`config.mk`:
```
export PLATFORM = sky130hd
export DESIGN_NAME = tap_hold_key_resolver
export DESIGN_NICKNAME = d
export VERILOG_FILES = /design/src/hw/rtl/thkr_pkg.sv /design/src/hw/rtl/thkr_ctrl.sv /design/src/hw/rtl/thkr_dp.sv /design/src/hw/rtl/tap_hold_key_resolver.sv
export SDC_FILE = /design/constraint.sdc
export NUM_CORES = 1
export LEC_CHECK = 0
export BUFFER_PORTS_ARGS = -buffer_cell sky130_fd_sc_hd__buf_2
export CORE_MARGIN = 4
export CORE_UTILIZATION = 40
export CTS_CLUSTER_SIZE = 25
export DETAILED_ROUTE_END_ITERATION = 6
export GPL_ROUTABILITY_DRIVEN = 0
export HOLD_SLACK_MARGIN = 0.1
export PLACE_DENSITY_LB_ADDON = 0.15
export SLEW_MARGIN = 20
export SYNTH_ARGS = -nofsm -noshare
export SYNTH_HDL_FRONTEND = slang
export SYNTH_SLANG_ARGS = --single-unit
export TNS_END_PERCENT = 1
```
`constraint.sdc`:
```
create_clock -name i_clk -period 5.9 [get_ports i_clk]
set_input_delay 0.59 -clock i_clk [delete_from_list [all_inputs] [get_ports i_clk]]
set_output_delay 0.59 -clock i_clk [all_outputs]
set_load 0.01 [all_outputs]
```
`src/hw/rtl/thkr_pkg.sv`:
```
`timescale 1ns / 1ps
`default_nettype none

package thkr_pkg;

    // Default number of tap-hold keys
    localparam int TH_NUM_KEYS = 12;

    // Fixed field widths
    localparam int KEY_W   = 4;
    localparam int DELAY_W = 16;
    localparam int TIME_W  = 16;

    localparam logic [DELAY_W-1:0] DELAY_RESET = 16'd200;

    // Commands from the controller to the datapath
    typedef struct packed {
        logic cap;            // capture the accepted request
        logic walk_inc;       // step the key walk on
        logic emit;           // push a new result
        logic emit_src_walk;  // result key from the walk index, else from the request
        logic emit_hold;      // hold code selection
        logic emit_reg;       // press (1) or release (0)
        logic clr_pend_walk;  // clear pending of the walked key
        logic clr_pend_key;   // clear pending of the request key
        logic set_dh;         // mark the request key as double held
        logic clr_dh;         // drop the double held mark
        logic arm;            // record a fresh dual press
        logic flush;          // send the held result as the final one
    } t_cmd;

    // Status from the datapath to the controller
    typedef struct packed {
        logic mode;
        logic key_down;
        logic walk_hit;
        logic walk_last;
        logic ev_valid;
        logic ev_dbl;
        logic ev_pend;
        logic ev_dh;
        logic held_valid;
        logic adv;
    } t_status;

endpackage

`default_nettype wire

```
`src/hw/rtl/thkr_ctrl.sv`:
```
`timescale 1ns / 1ps
`default_nettype none

module thkr_ctrl (
    input  wire logic             i_clk,
    input  wire logic             i_rst_n,
    input  wire logic             i_accept,
    input  wire thkr_pkg::t_status i_status,
    output thkr_pkg::t_cmd         o_cmd,
    output logic                  o_busy
);
    import thkr_pkg::*;

    typedef enum logic [3:0] {
        S_IDLE  = 4'b0001,
        S_WALK  = 4'b0010,
        S_EVENT = 4'b0100,
        S_FLUSH = 4'b1000
    } t_state;

    t_state r_state, n_state;
    logic   r_ph, n_ph;
    t_cmd   cmd;

    // Sequence one request: key walk for scans and presses, key event for events, final flush
    always_comb begin
        n_state = r_state;
        n_ph    = r_ph;
        cmd     = '0;
        case (r_state)
            S_IDLE: begin
                if (i_accept) begin
                    cmd.cap = 1'b1;
                    n_ph    = 1'b0;
                    n_state = S_WALK;
                end
            end
            S_WALK: begin
                // scans and presses walk the keys, releases go straight on
                if (i_status.mode && !i_status.key_down) begin
                    n_state = S_EVENT;
                end else if (!r_ph) begin
                    if (i_status.walk_hit) begin
                        if (i_status.adv) begin
                            cmd.emit          = 1'b1;
                            cmd.emit_src_walk = 1'b1;
                            cmd.emit_hold     = !i_status.mode;
                            cmd.emit_reg      = 1'b1;
                            n_ph              = 1'b1;
                        end
                    end else begin
                        cmd.walk_inc = 1'b1;
                        if (i_status.walk_last) begin
                            n_state = i_status.mode ? S_EVENT : S_FLUSH;
                        end
                    end
                end else if (i_status.adv) begin
                    cmd.emit          = 1'b1;
                    cmd.emit_src_walk = 1'b1;
                    cmd.emit_hold     = !i_status.mode;
                    cmd.emit_reg      = 1'b0;
                    cmd.clr_pend_walk = 1'b1;
                    cmd.walk_inc      = 1'b1;
                    n_ph              = 1'b0;
                    if (i_status.walk_last) begin
                        n_state = i_status.mode ? S_EVENT : S_FLUSH;
                    end
                end
            end
            S_EVENT: begin
                if (!i_status.ev_valid) begin
                    n_state = S_FLUSH;
                end else if (i_status.key_down) begin
                    if (i_status.ev_dbl) begin
                        if (i_status.adv) begin
                            cmd.emit     = 1'b1;
                            cmd.emit_reg = 1'b1;
                            cmd.set_dh   = 1'b1;
                            n_state      = S_FLUSH;
                        end
                    end else begin
                        cmd.arm = 1'b1;
                        n_state = S_FLUSH;
                    end
                end else if (i_status.ev_pend) begin
                    if (i_status.adv) begin
                        cmd.emit = 1'b1;
                        if (!r_ph) begin
                            cmd.emit_reg = 1'b1;
                            n_ph         = 1'b1;
                        end else begin
                            cmd.clr_pend_key = 1'b1;
                            n_ph             = 1'b0;
                            n_state          = S_FLUSH;
                        end
                    end
                end else if (i_status.ev_dh) begin
                    if (i_status.adv) begin
                        cmd.emit   = 1'b1;
                        cmd.clr_dh = 1'b1;
                        n_state    = S_FLUSH;
                    end
                end else begin
                    n_state = S_FLUSH;
                end
            end
            S_FLUSH: begin
                if (!i_status.held_valid) begin
                    n_state = S_IDLE;
                end else if (i_status.adv) begin
                    cmd.flush = 1'b1;
                    n_state   = S_IDLE;
                end
            end
            default: begin
                n_state = S_IDLE;
            end
        endcase
    end

    // Hold state and phase
    always_ff @(posedge i_clk) begin
        if (!i_rst_n) begin
            r_state <= S_IDLE;
            r_ph    <= 1'b0;
        end else begin
            r_state <= n_state;
            r_ph    <= n_ph;
        end
    end

    assign o_cmd  = cmd;
    assign o_busy = (r_state != S_IDLE);

    // A result is never pushed into a full output stage that is stalled
    a_emit_adv: assert property (@(posedge i_clk) disable iff (!i_rst_n)
        (cmd.emit || cmd.flush) |-> i_status.adv)
        else $error("push without room");

    // A request is only captured while nothing is in flight
    a_cap_idle: assert property (@(posedge i_clk) disable iff (!i_rst_n)
        cmd.cap |-> (r_state == S_IDLE) && !i_status.held_valid)
        else $error("capture while busy");

    // A flush with nothing held always returns to idle
    a_flush_idle: assert property (@(posedge i_clk) disable iff (!i_rst_n)
        (r_state == S_FLUSH) && !i_status.held_valid |=> (r_state == S_IDLE))
        else $error("flush did not finish");

endmodule

`default_nettype wire

```
`src/hw/rtl/thkr_dp.sv`:
```
`timescale 1ns / 1ps
`default_nettype none

module thkr_dp #(
    parameter int NUM_KEYS = thkr_pkg::TH_NUM_KEYS
) (
    input  wire logic                          i_clk,
    input  wire logic                          i_rst_n,
    input  wire thkr_pkg::t_cmd                 i_cmd,
    output thkr_pkg::t_status                   o_status,
    input  wire logic                          i_cfg_we,
    input  wire logic [thkr_pkg::DELAY_W-1:0]  i_cfg_wdata,
    input  wire logic                          i_mode,
    input  wire logic [thkr_pkg::TIME_W-1:0]   i_now_ms,
    input  wire logic                          i_is_dual_key,
    input  wire logic [thkr_pkg::KEY_W-1:0]    i_key_index,
    input  wire logic                          i_key_down,
    output logic                               o_out_valid,
    input  wire logic                          i_out_stall,
    output logic [thkr_pkg::KEY_W-1:0]         o_out_key,
    output logic                               o_use_hold_code,
    output logic                               o_register_res,
    output logic                               o_last
);
    import thkr_pkg::*;

    localparam int IW = (NUM_KEYS > 1) ? $clog2(NUM_KEYS) : 1;

    // Request registers
    logic               r_mode, r_dual, r_down;
    logic [TIME_W-1:0]  r_now;
    logic [KEY_W-1:0]   r_key;

    // Key state
    logic [DELAY_W-1:0] r_delay;
    logic [NUM_KEYS-1:0] r_pend, r_dh;
    logic [TIME_W-1:0]  r_stamp [NUM_KEYS];
    logic               r_prev_valid;
    logic [KEY_W-1:0]   r_prev_key;
    logic [TIME_W-1:0]  r_prev_stamp;

    // Walk index
    logic [IW-1:0]      r_idx;

    // Held result and output stage
    logic               r_hv, r_h_hold, r_h_reg;
    logic [KEY_W-1:0]   r_h_key;
    logic               r_ov, r_o_hold, r_o_reg, r_o_last;
    logic [KEY_W-1:0]   r_o_key;

    logic [31:0]        key_ext, idx_ext;
    logic [IW-1:0]      key_idx;
    logic [TIME_W-1:0]  walk_el, prev_el;
    logic [KEY_W-1:0]   new_key;
    logic               out_take, push_out;

    assign key_ext = 32'(r_key);
    assign idx_ext = 32'(r_idx);
    assign key_idx = key_ext[IW-1:0];
    assign walk_el = r_now - r_stamp[r_idx];
    assign prev_el = r_now - r_prev_stamp;
    assign new_key = i_cmd.emit_src_walk ? idx_ext[KEY_W-1:0] : r_key;

    assign out_take = r_ov && !i_out_stall;
    assign push_out = (i_cmd.emit && r_hv) || i_cmd.flush;

    // Status
    always_comb begin
        o_status.mode       = r_mode;
        o_status.key_down   = r_down;
        o_status.walk_hit   = r_pend[r_idx] && (r_mode || (walk_el > r_delay));
        o_status.walk_last  = (idx_ext == 32'(NUM_KEYS - 1));
        o_status.ev_valid   = r_dual && (key_ext < 32'(NUM_KEYS));
        o_status.ev_dbl     = r_prev_valid && (r_prev_key == r_key) && (prev_el < r_delay);
        o_status.ev_pend    = r_pend[key_idx];
        o_status.ev_dh      = r_dh[key_idx];
        o_status.held_valid = r_hv;
        o_status.adv        = !r_ov || !i_out_stall;
    end

    // Control state
    always_ff @(posedge i_clk) begin
        if (!i_rst_n) begin
            r_delay      <= DELAY_RESET;
            r_pend       <= '0;
            r_dh         <= '0;
            r_prev_valid <= 1'b0;
            r_idx        <= '0;
            r_hv         <= 1'b0;
            r_ov         <= 1'b0;
        end else begin
            if (i_cfg_we) begin
                r_delay <= i_cfg_wdata;
            end
            if (i_cmd.cap) begin
                r_idx <= '0;
            end else if (i_cmd.walk_inc) begin
                r_idx <= r_idx + 1'b1;
            end
            if (i_cmd.clr_pend_walk) begin
                r_pend[r_idx] <= 1'b0;
            end
            if (i_cmd.clr_pend_key) begin
                r_pend[key_idx] <= 1'b0;
            end
            if (i_cmd.arm) begin
                r_pend[key_idx] <= 1'b1;
                r_prev_valid    <= 1'b1;
            end
            if (i_cmd.set_dh) begin
                r_dh[key_idx] <= 1'b1;
            end
            if (i_cmd.clr_dh) begin
                r_dh[key_idx] <= 1'b0;
            end
            // advance the held result and the output stage
            if (i_cmd.emit) begin
                r_hv <= 1'b1;
            end else if (i_cmd.flush) begin
                r_hv <= 1'b0;
            end
            if (push_out) begin
                r_ov <= 1'b1;
            end else if (out_take) begin
                r_ov <= 1'b0;
            end
        end
    end

    // Payload registers
    always_ff @(posedge i_clk) begin
        if (i_cmd.cap) begin
            r_mode <= i_mode;
            r_now  <= i_now_ms;
            r_dual <= i_is_dual_key;
            r_key  <= i_key_index;
            r_down <= i_key_down;
        end
        if (i_cmd.arm) begin
            r_stamp[key_idx] <= r_now;
            r_prev_key       <= r_key;
            r_prev_stamp     <= r_now;
        end
        if (i_cmd.emit) begin
            r_h_key  <= new_key;
            r_h_hold <= i_cmd.emit_hold;
            r_h_reg  <= i_cmd.emit_reg;
        end
        if (push_out) begin
            r_o_key  <= r_h_key;
            r_o_hold <= r_h_hold;
            r_o_reg  <= r_h_reg;
            r_o_last <= i_cmd.flush;
        end
    end

    assign o_out_valid     = r_ov;
    assign o_out_key       = r_o_key;
    assign o_use_hold_code = r_o_hold;
    assign o_register_res  = r_o_reg;
    assign o_last          = r_o_last;

    // Flush only sends a result that exists
    a_flush_held: assert property (@(posedge i_clk) disable iff (!i_rst_n)
        i_cmd.flush |-> r_hv)
        else $error("flush with nothing held");

    // A stalled output is never overwritten
    a_no_overwrite: assert property (@(posedge i_clk) disable iff (!i_rst_n)
        push_out |-> !(r_ov && i_out_stall))
        else $error("output overwritten under stall");

    // The last flag is set exactly by a flush
    a_last_flush: assert property (@(posedge i_clk) disable iff (!i_rst_n)
        push_out |=> (r_o_last == $past(i_cmd.flush)))
        else $error("last flag mismatch");

endmodule

`default_nettype wire

```
`src/hw/rtl/tap_hold_key_resolver.sv`:
```
`timescale 1ns / 1ps
`default_nettype none
// Tap-or-hold resolver for a row of dual-function keys.
// Input channel (i_in_valid / o_in_stall) carries one request: a periodic
// scan (mode 0) or a key press/release event (mode 1). Output channel
// (o_out_valid / i_out_stall) carries results: key index, tap or hold code,
// press or release, and a last flag on the final result of each request.
// A request that causes nothing produces no result.
// One request is worked on at a time; o_in_stall is high until it is done.
// A scan or press walks all NUM_KEYS keys, one step per key plus one more per
// key that resolves (two results); a press adds one event step, a release
// skips the walk and takes one or two event steps, and each request ends
// with one close-out step. Each result waits in a one-deep hold register until
// the next result or the close-out moves it to the output register.
// A stall on the output holds the walk at the next result; nothing is lost.
// i_cfg_we writes the hold delay (reset 200 ms); write only while idle.
// Synchronous reset clears all pending and double-tap marks and the output.
module tap_hold_key_resolver #(
    parameter int NUM_KEYS = thkr_pkg::TH_NUM_KEYS
) (
    input  wire logic                          i_clk,
    input  wire logic                          i_rst_n,
    input  wire logic                          i_cfg_we,
    input  wire logic [thkr_pkg::DELAY_W-1:0]  i_cfg_wdata,
    input  wire logic                          i_in_valid,
    output logic                               o_in_stall,
    input  wire logic                          i_mode,
    input  wire logic [thkr_pkg::TIME_W-1:0]   i_now_ms,
    input  wire logic                          i_is_dual_key,
    input  wire logic [thkr_pkg::KEY_W-1:0]    i_key_index,
    input  wire logic                          i_key_down,
    output logic                               o_out_valid,
    input  wire logic                          i_out_stall,
    output logic [thkr_pkg::KEY_W-1:0]         o_out_key,
    output logic                               o_use_hold_code,
    output logic                               o_register_res,
    output logic                               o_last
);
    import thkr_pkg::*;

    t_cmd    cmd;
    t_status status;
    logic    busy;

    assign o_in_stall = busy;

    thkr_ctrl u_ctrl (
        .i_clk    (i_clk),
        .i_rst_n  (i_rst_n),
        .i_accept (i_in_valid && !busy),
        .i_status (status),
        .o_cmd    (cmd),
        .o_busy   (busy)
    );

    thkr_dp #(
        .NUM_KEYS (NUM_KEYS)
    ) u_dp (
        .i_clk           (i_clk),
        .i_rst_n         (i_rst_n),
        .i_cmd           (cmd),
        .o_status        (status),
        .i_cfg_we        (i_cfg_we),
        .i_cfg_wdata     (i_cfg_wdata),
        .i_mode          (i_mode),
        .i_now_ms        (i_now_ms),
        .i_is_dual_key   (i_is_dual_key),
        .i_key_index     (i_key_index),
        .i_key_down      (i_key_down),
        .o_out_valid     (o_out_valid),
        .i_out_stall     (i_out_stall),
        .o_out_key       (o_out_key),
        .o_use_hold_code (o_use_hold_code),
        .o_register_res  (o_register_res),
        .o_last          (o_last)
    );

endmodule

`default_nettype wire

```
==> results.json, run 1 <==
{
  "antenna_cells": 0,
  "largest_reg_flops": 192,
  "fin_skew_ns": 0.0176,
  "fillers": 3123,
  "ir_worst_vdd_mv": 0.215,
  "yosysWarnings": 0,
  "highest_layer": "met4",
  "period_needed_ns": 5.54,
  "dpl.hpwl_um": 23200,
  "p_sw_share_pct": 25.7,
  "cts_setup_buffers": 0,
  "maxCapViolations": 0,
  "via_per_inst": 5.52,
  "wl_um": 33700,
  "startpoint_type": "flop",
  "whs_endpoint": "u_dp.r_now[14]",
  "leakagePower_nw": 5.65,
  "vias": 8685,
  "antenna_found_initial": 0,
  "synthArstFlopShare_pct": 0,
  "ant_nets": 0,
  "finalHoldViolCount": 0,
  "p_int_w": 0.00384,
  "root_buffer": "clkbuf_16",
  "clockPowerShare_pct": 38.4,
  "worst_setup_path_end_kind": "flop",
  "cts-hold-fix-buffers": 0,
  "die-area_um2": 38400,
  "min_path_cells": 1,
  "multi_input_area_um2": 5170,
  "top_level_ports": 53,
  "grt_max_degree": 29,
  "outcome": "completed",
  "synth_edf_count": 248,
  "portBuffers": 52,
  "top_register": "u_dp.r_stamp",
  "drive_gt1_share_pct": 19.7,
  "layout.cells.non_filler": 1573,
  "ctsHtreeMaxLevel": 2,
  "routed-wl-met3_um": 1340,
  "r2r_end": "u_dp.o_out_key[1]",
  "start_util_pct": 40.7,
  "post-place-cells": 1514,
  "setup_viol": 0,
  "clock.fmax_mhz": 181,
  "core-area_um2": 34700,
  "reg2reg_setup_slack_ns": 0.36,
  "p_per_area_nw_per_um2": 320,
  "clk_pin_slew_ns": 0.06,
  "ys.flop_type": "edfxtp_1",
  "clk_latency_ns": 0.52,
  "wl_met2_um": 15700,
  "syn-num-nets": 1123,
  "wl_per_cell_um": 21.4,
  "drt-met1-wl_um": 16000,
  "syn_to_final_growth_pct": 14.3,
  "worst_pin_slew_ns": 0.888,
  "cp_max_fo": 7,
  "drtIter0Drc": 605,
  "ys_ff_latch": 304,
  "arrival_ns": 5.76,
  "p_sw_w": 0.00133,
  "pwr-share-seq_pct": 48.1,
  "synthDistinctLibCells": 70,
  "rows": 68,
  "cts_buffers": 34,
  "fp.dieW_um": 196,
  "cts_tree": "built",
  "min-delay-start": "i_now_ms[14]",
  "crit_type": "flop to flop",
  "grt_usage_pct": 17.4,
  "synth_cells": 1011,
  "grt_pass1_vias": 8668,
  "drc_errors": 0,
  "layout_worst_path_cycle_share_pct": 93.9,
  "syn-mean-instance-area_um2": 14.0,
  "fp.dieH_um": 196,
  "power_w": 0.00517,
  "reg2regPathDepth": 21,
  "register_area_um2": 8570,
  "cts_num_sinks": 304,
  "final_nets": 1207,
  "overflow": 0,
  "yosysSeqAreaShare_pct": 60.6,
  "hold_path_class": "input pin to flop",
  "dr.pass1.iters": 5,
  "syn_area_um2": 14100,
  "r2r-start": "u_dp.r_now[0]",
  "grt_pass1_wl_um": 51900,
  "required_ns": 6.13,
  "p_comb_share_pct": 13.4,
  "max-clock-path-buffers": 3,
  "finalMaxSlewViolations": 0,
  "slew_headroom_pct": 40.8
}
## cell usage after synthesis (11+ instances only)
cell,instances,area [um^2]
nor3_1,14,70.1
nand2_1,52,195
edfxtp_1,248,7450
nor2_1,64,240
a21oi_1,58,290
nand3_1,31,155
xnor2_1,20,175
nor2b_1,12,75.1
mux4_2,57,1280
nand4_1,12,75.1
mux2i_1,31,310
o21ai_0,21,105
clkbuf_1,21,78.8
dfxtp_1,56,1120
inv_1,66,248
ha_1,66,826
nand2b_1,11,68.8
o211ai_1,19,143
## logic make-up (layout without fill, tap and decap cells)
kind of cell | Yosys count | count (layout) | share of synthesized area [%]
xor+xnor | 29 | 29 | 1.80
fa+ha+maj | 68 | 68 | 6.13
flops | 304 | 304 | 60.6
simple gates | 240 | 240 | 8.50
buf+inv | 105 | 212 | 3.04
compound gates | 172 | 172 | 8.25
mux | 93 | 93 | 11.7
## final cells by class
cell class / instances / area share, %
inverters: 67 / 1.56
clock buffers: 38 / 5.36
flip-flops and latches: 304 / 53.1
clock inverters: 21 / 1.07
multi-input cells: 602 / 32.0
well taps: 455 / 3.52
repair buffers: 86 / 3.39
## power by group through the flow
stage / logic [W] / registers [W] / clock network [W]
6_report: 0.000695 / 0.00249 / 0.00199
5_1_grt: 0.000785 / 0.00250 / 0.00213
4_1_cts: 0.000693 / 0.00249 / 0.00205
3_5_place_dp: 0.000689 / 0.00253 / 0
3_3_place_gp: 0.000684 / 0.00254 / 0
2_1_floorplan: 0.000491 / 0.00250 / 0
## timing repair
item / 4_1_cts / 5_1_grt
endpoints found under the hold margin: 0 / 0
endpoints found under the setup margin: 0 / 217
gates resized for setup: 0 / 11
## per-layer routing
metal | track usage, % | vias up
li1 | - | 4071
met1 | 25.8 | 4366
met2 | 27.4 | 202
met3 | 2.32 | 46
met4 | 4.01 | 0
met5 | 0 | -
## through the flow
| stage | instance area, um^2 | hold WS (ns) | TNS, ns | worst slack [ns] | utilization, % |
|---|---|---|---|---|---|
| after floorplan | 14100 | 0.400 | 0 | 0.253 | - |
| after global placement | 15100 | 0.440 | 0 | 0.194 | 43.4 |
| after detailed placement | 15100 | 0.423 | 0 | 0.163 | 43.4 |
| after CTS | 16100 | 0.226 | 0 | 0.141 | 46.4 |
| after global routing | 16200 | 0.231 | -0.0113 | -0.00641 | 46.5 |
| final | 16200 | 0.246 | 0 | 0.362 | 46.5 |
## worst max-delay path, cell delays in order, from the launching register on
cell and delay [ns]:
edfxtp_1 0.40, inv_1 0.11, ha_1 0.17, inv_1 0.06
fa_1 0.47, a21o_1 0.21, a21oi_2 0.25, o21ai_1 0.15
a31oi_1 0.21, a21oi_1 0.15, or4b_2 0.65, nand3_1 0.15
ha_1 0.26, a21o_1 0.19, a2111oi_1 0.43, nand4b_1 0.15
a31oi_1 0.17, buf_4 0.17, nand2_1 0.07, a2111o_1 0.48
a31oi_1 0.18, buf_4 0.19
## layout by cell type, fill, tap and decap left out, types with 20 or more instances in the layout
cell type	netlist	layout
edfxtp_1	248	248
inv_1	66	66
ha_1	66	66
nor2_1	64	64
mux4_2	57	57
a21oi_1	58	56
dfxtp_1	56	54
nand2_1	52	52
buf_2	7	52
clkbuf_16	0	34
buf_4	1	32
nand3_1	31	31
mux2i_1	31	31
xnor2_1	20	20
## how the worst max path moves through the flow
stage | slack (ns) | to | cells after the start | from
after floorplan | 0.25 | u_dp.o_last | 20 | flop
after global placement | 0.19 | u_dp.o_register_res | 21 | u_dp.r_now[0]
after detailed placement | 0.16 | u_dp.o_out_key[0] | 21 | u_dp.r_now[0]
after CTS | 0.14 | u_dp.o_out_key[1] | 21 | u_dp.r_now[0]
after global routing | -0.006 | u_dp.r_h_key[0] | 22 | flop
final | 0.36 | u_dp.o_out_key[1] | 21 | u_dp.r_now[0]
(Power assumes the default switching activity.)
==> inputs of run 2 (changes only) <==
CAP_MARGIN = 20   (was not set)
CORE_UTILIZATION = 42   (was 40)
==> results.json, run 2 (synthesis gave the netlist of run 1 again) <==
{
  "crit_type": "flop to flop",
  "start_util_pct": 43.0,
  "ir_worst_vdd_mv": 0.241,
  "worst_pin_slew_ns": 0.916,
  "fp.dieH_um": 191,
  "maxCapViolations": 0,
  "layout.cells.non_filler": 1576,
  "drc_errors": 0,
  "critPathTopFamily": "compound AO/OA/AOI/OAI gates",
  "finalHoldViolCount": 0,
  "crit_top_cell": "inv_1",
  "clk_latency_ns": 0.52,
  "cts_buffers": 34,
  "grt_pass1_wl_um": 51400,
  "root_buffer": "clkbuf_16",
  "drt-met1-wl_um": 14800,
  "startpoint_type": "flop",
  "leakagePower_nw": 5.77,
  "portBuffers": 52,
  "grt_max_degree": 29,
  "antenna_found_initial": 0,
  "routed-wl-met3_um": 1930,
  "timing.hold.ws_ns": 0.250,
  "largest_reg_flops": 192,
  "clk_pin_slew_ns": 0.06,
  "wl_um": 32900,
  "mostFrequentLayoutCell": "edfxtp_1",
  "finalMaxSlewViolations": 0,
  "wl_met2_um": 15600,
  "p_per_area_nw_per_um2": 318,
  "top_level_ports": 53,
  "final_cell_mix": "edfxtp_1 (248), inv_1 (66), ha_1 (66), nor2_1 (64), mux4_2 (57)",
  "final_cell_area_um2": 16400,
  "cp_max_fo": 16,
  "die-area_um2": 36700,
  "arrival_ns": 5.73,
  "via_per_inst": 5.53,
  "layout_worst_path_cycle_share_pct": 92.7,
  "top_register": "u_dp.r_stamp",
  "ant_nets": 0,
  "cpPeakStageDelay_ns": 0.65,
  "antenna_cells": 0,
  "overflow": 0,
  "final_nets": 1220,
  "clock.fmax_mhz": 183,
  "placed_cell_area_um2": 15200,
  "vias": 8715,
  "cts-hold-fix-buffers": 0,
  "hold_path_class": "input pin to flop",
  "timing.critical_path.buf_inv": 6,
  "rsz0062_at_grt": "no",
  "rows": 66,
  "max-clock-path-buffers": 3,
  "cts_num_sinks": 304,
  "cts_tree": "built",
  "wl_per_cell_um": 20.9,
  "dr.pass1.iters": 5,
  "grt_pass1_vias": 8920,
  "setup-tns-final_ns": 0,
  "dpl.hpwl_um": 22400,
  "worst_setup_path_end_kind": "flop",
  "drtIter0Drc": 656,
  "core-area_um2": 32900,
  "required_ns": 6.16,
  "fin_skew_ns": 0.0259,
  "syn_to_final_growth_pct": 16.3,
  "drive_gt1_share_pct": 21.0,
  "slew_headroom_pct": 38.9,
  "grt_usage_pct": 18.1,
  "crit_path_cell_trace": "inv_1 > ha_1 > inv_1 > fa_1 > a21o_1 > a21oi_2 > o21ai_1 > a31oi_1 > a21oi_1 > or4b_2 > nand3_1 > ha_1 > a21o_1 > a2111oi_1 > nand4b_1 > a31oi_1 > buf_4 > nand2_1 > nand3_1 > inv_1 > nand4_1 > inv_1 > buf_12",
  "period_needed_ns": 5.47,
  "outcome": "completed",
  "setup_viol": 0,
  "post-place-cells": 1508,
  "fp.dieW_um": 191,
  "cp_slowest_cell": "or4b_2",
  "highest_layer": "met4",
  "ctsHtreeMaxLevel": 2
}
run 2: path summary, 6_finish.rpt:
check / startpoint / to / slack (ns) / cells after the start
setup / recovery: u_dp.r_now[0] / u_dp.r_stamp[11][12] / 0.43 / 23
hold / removal: i_is_dual_key / u_dp.r_dual / 0.25 / 1
setup reg to reg: u_dp.r_now[0] / u_dp.r_stamp[11][12] / 0.43 / 23
hold reg to reg: u_dp.r_h_key[3] / u_dp.o_out_key[3] / 0.43 / 0
run 2: what timing repair did:
action / CTS / global route
hold endpoints to repair: 0 / 0
endpoints found under the setup margin: 0 / 160
setup buffers: 0 / 6
resized for setup: 0 / 16
run 2: worst reg2reg max path, cell delays in order (launching register included):
cell and delay [ns]:
edfxtp_1 0.45, inv_1 0.14, ha_1 0.17, inv_1 0.06, fa_1 0.46, a21o_1 0.21, a21oi_2 0.16, o21ai_1 0.13
a31oi_1 0.26, a21oi_1 0.15, or4b_2 0.65, nand3_1 0.17, ha_1 0.27, a21o_1 0.18, a2111oi_1 0.38, nand4b_1 0.13
a31oi_1 0.15, buf_4 0.17, nand2_1 0.08, nand3_1 0.10, inv_1 0.24, nand4_1 0.24, inv_1 0.10, buf_12 0.16
run 2: final cells by class:
class / count / area (um^2)
clock buffer: 42 / 881
clock inverter: 20 / 198
fill: 2852 / 16400
inverter: 67 / 251
multi-input combinational: 602 / 5190
sequential: 304 / 8570
tap: 442 / 553
timing repair buffer: 99 / 791
run 2: layer usage:
metal,vias up,global-route usage [%]
li1,4098,-
met1,4344,26.2
met2,240,29.0
met3,33,3.12
met4,0,3.92
met5,-,0
run 2: where the power goes:
part	switching (W)	total, W	internal (W)	leakage [nW]
logic	0.000409	0.000708	0.000300	2.55
registers	0.0000769	0.00248	0.00240	2.69
clock network	0.000861	0.00203	0.00117	0.523
total	0.00135	0.00522	0.00387	5.77
run 2: per-stage QoR:
step | util (%) | worst slack, ns | power [W]
after global placement | 46.4 | 0.101 | 0.00321
after floorplan | - | 0.253 | 0.00299
final | 50.0 | 0.428 | 0.00522
after global routing | 50.0 | 0.00848 | 0.00546
after detailed placement | 46.4 | 0.135 | 0.00322
after CTS | 49.7 | 0.108 | 0.00526
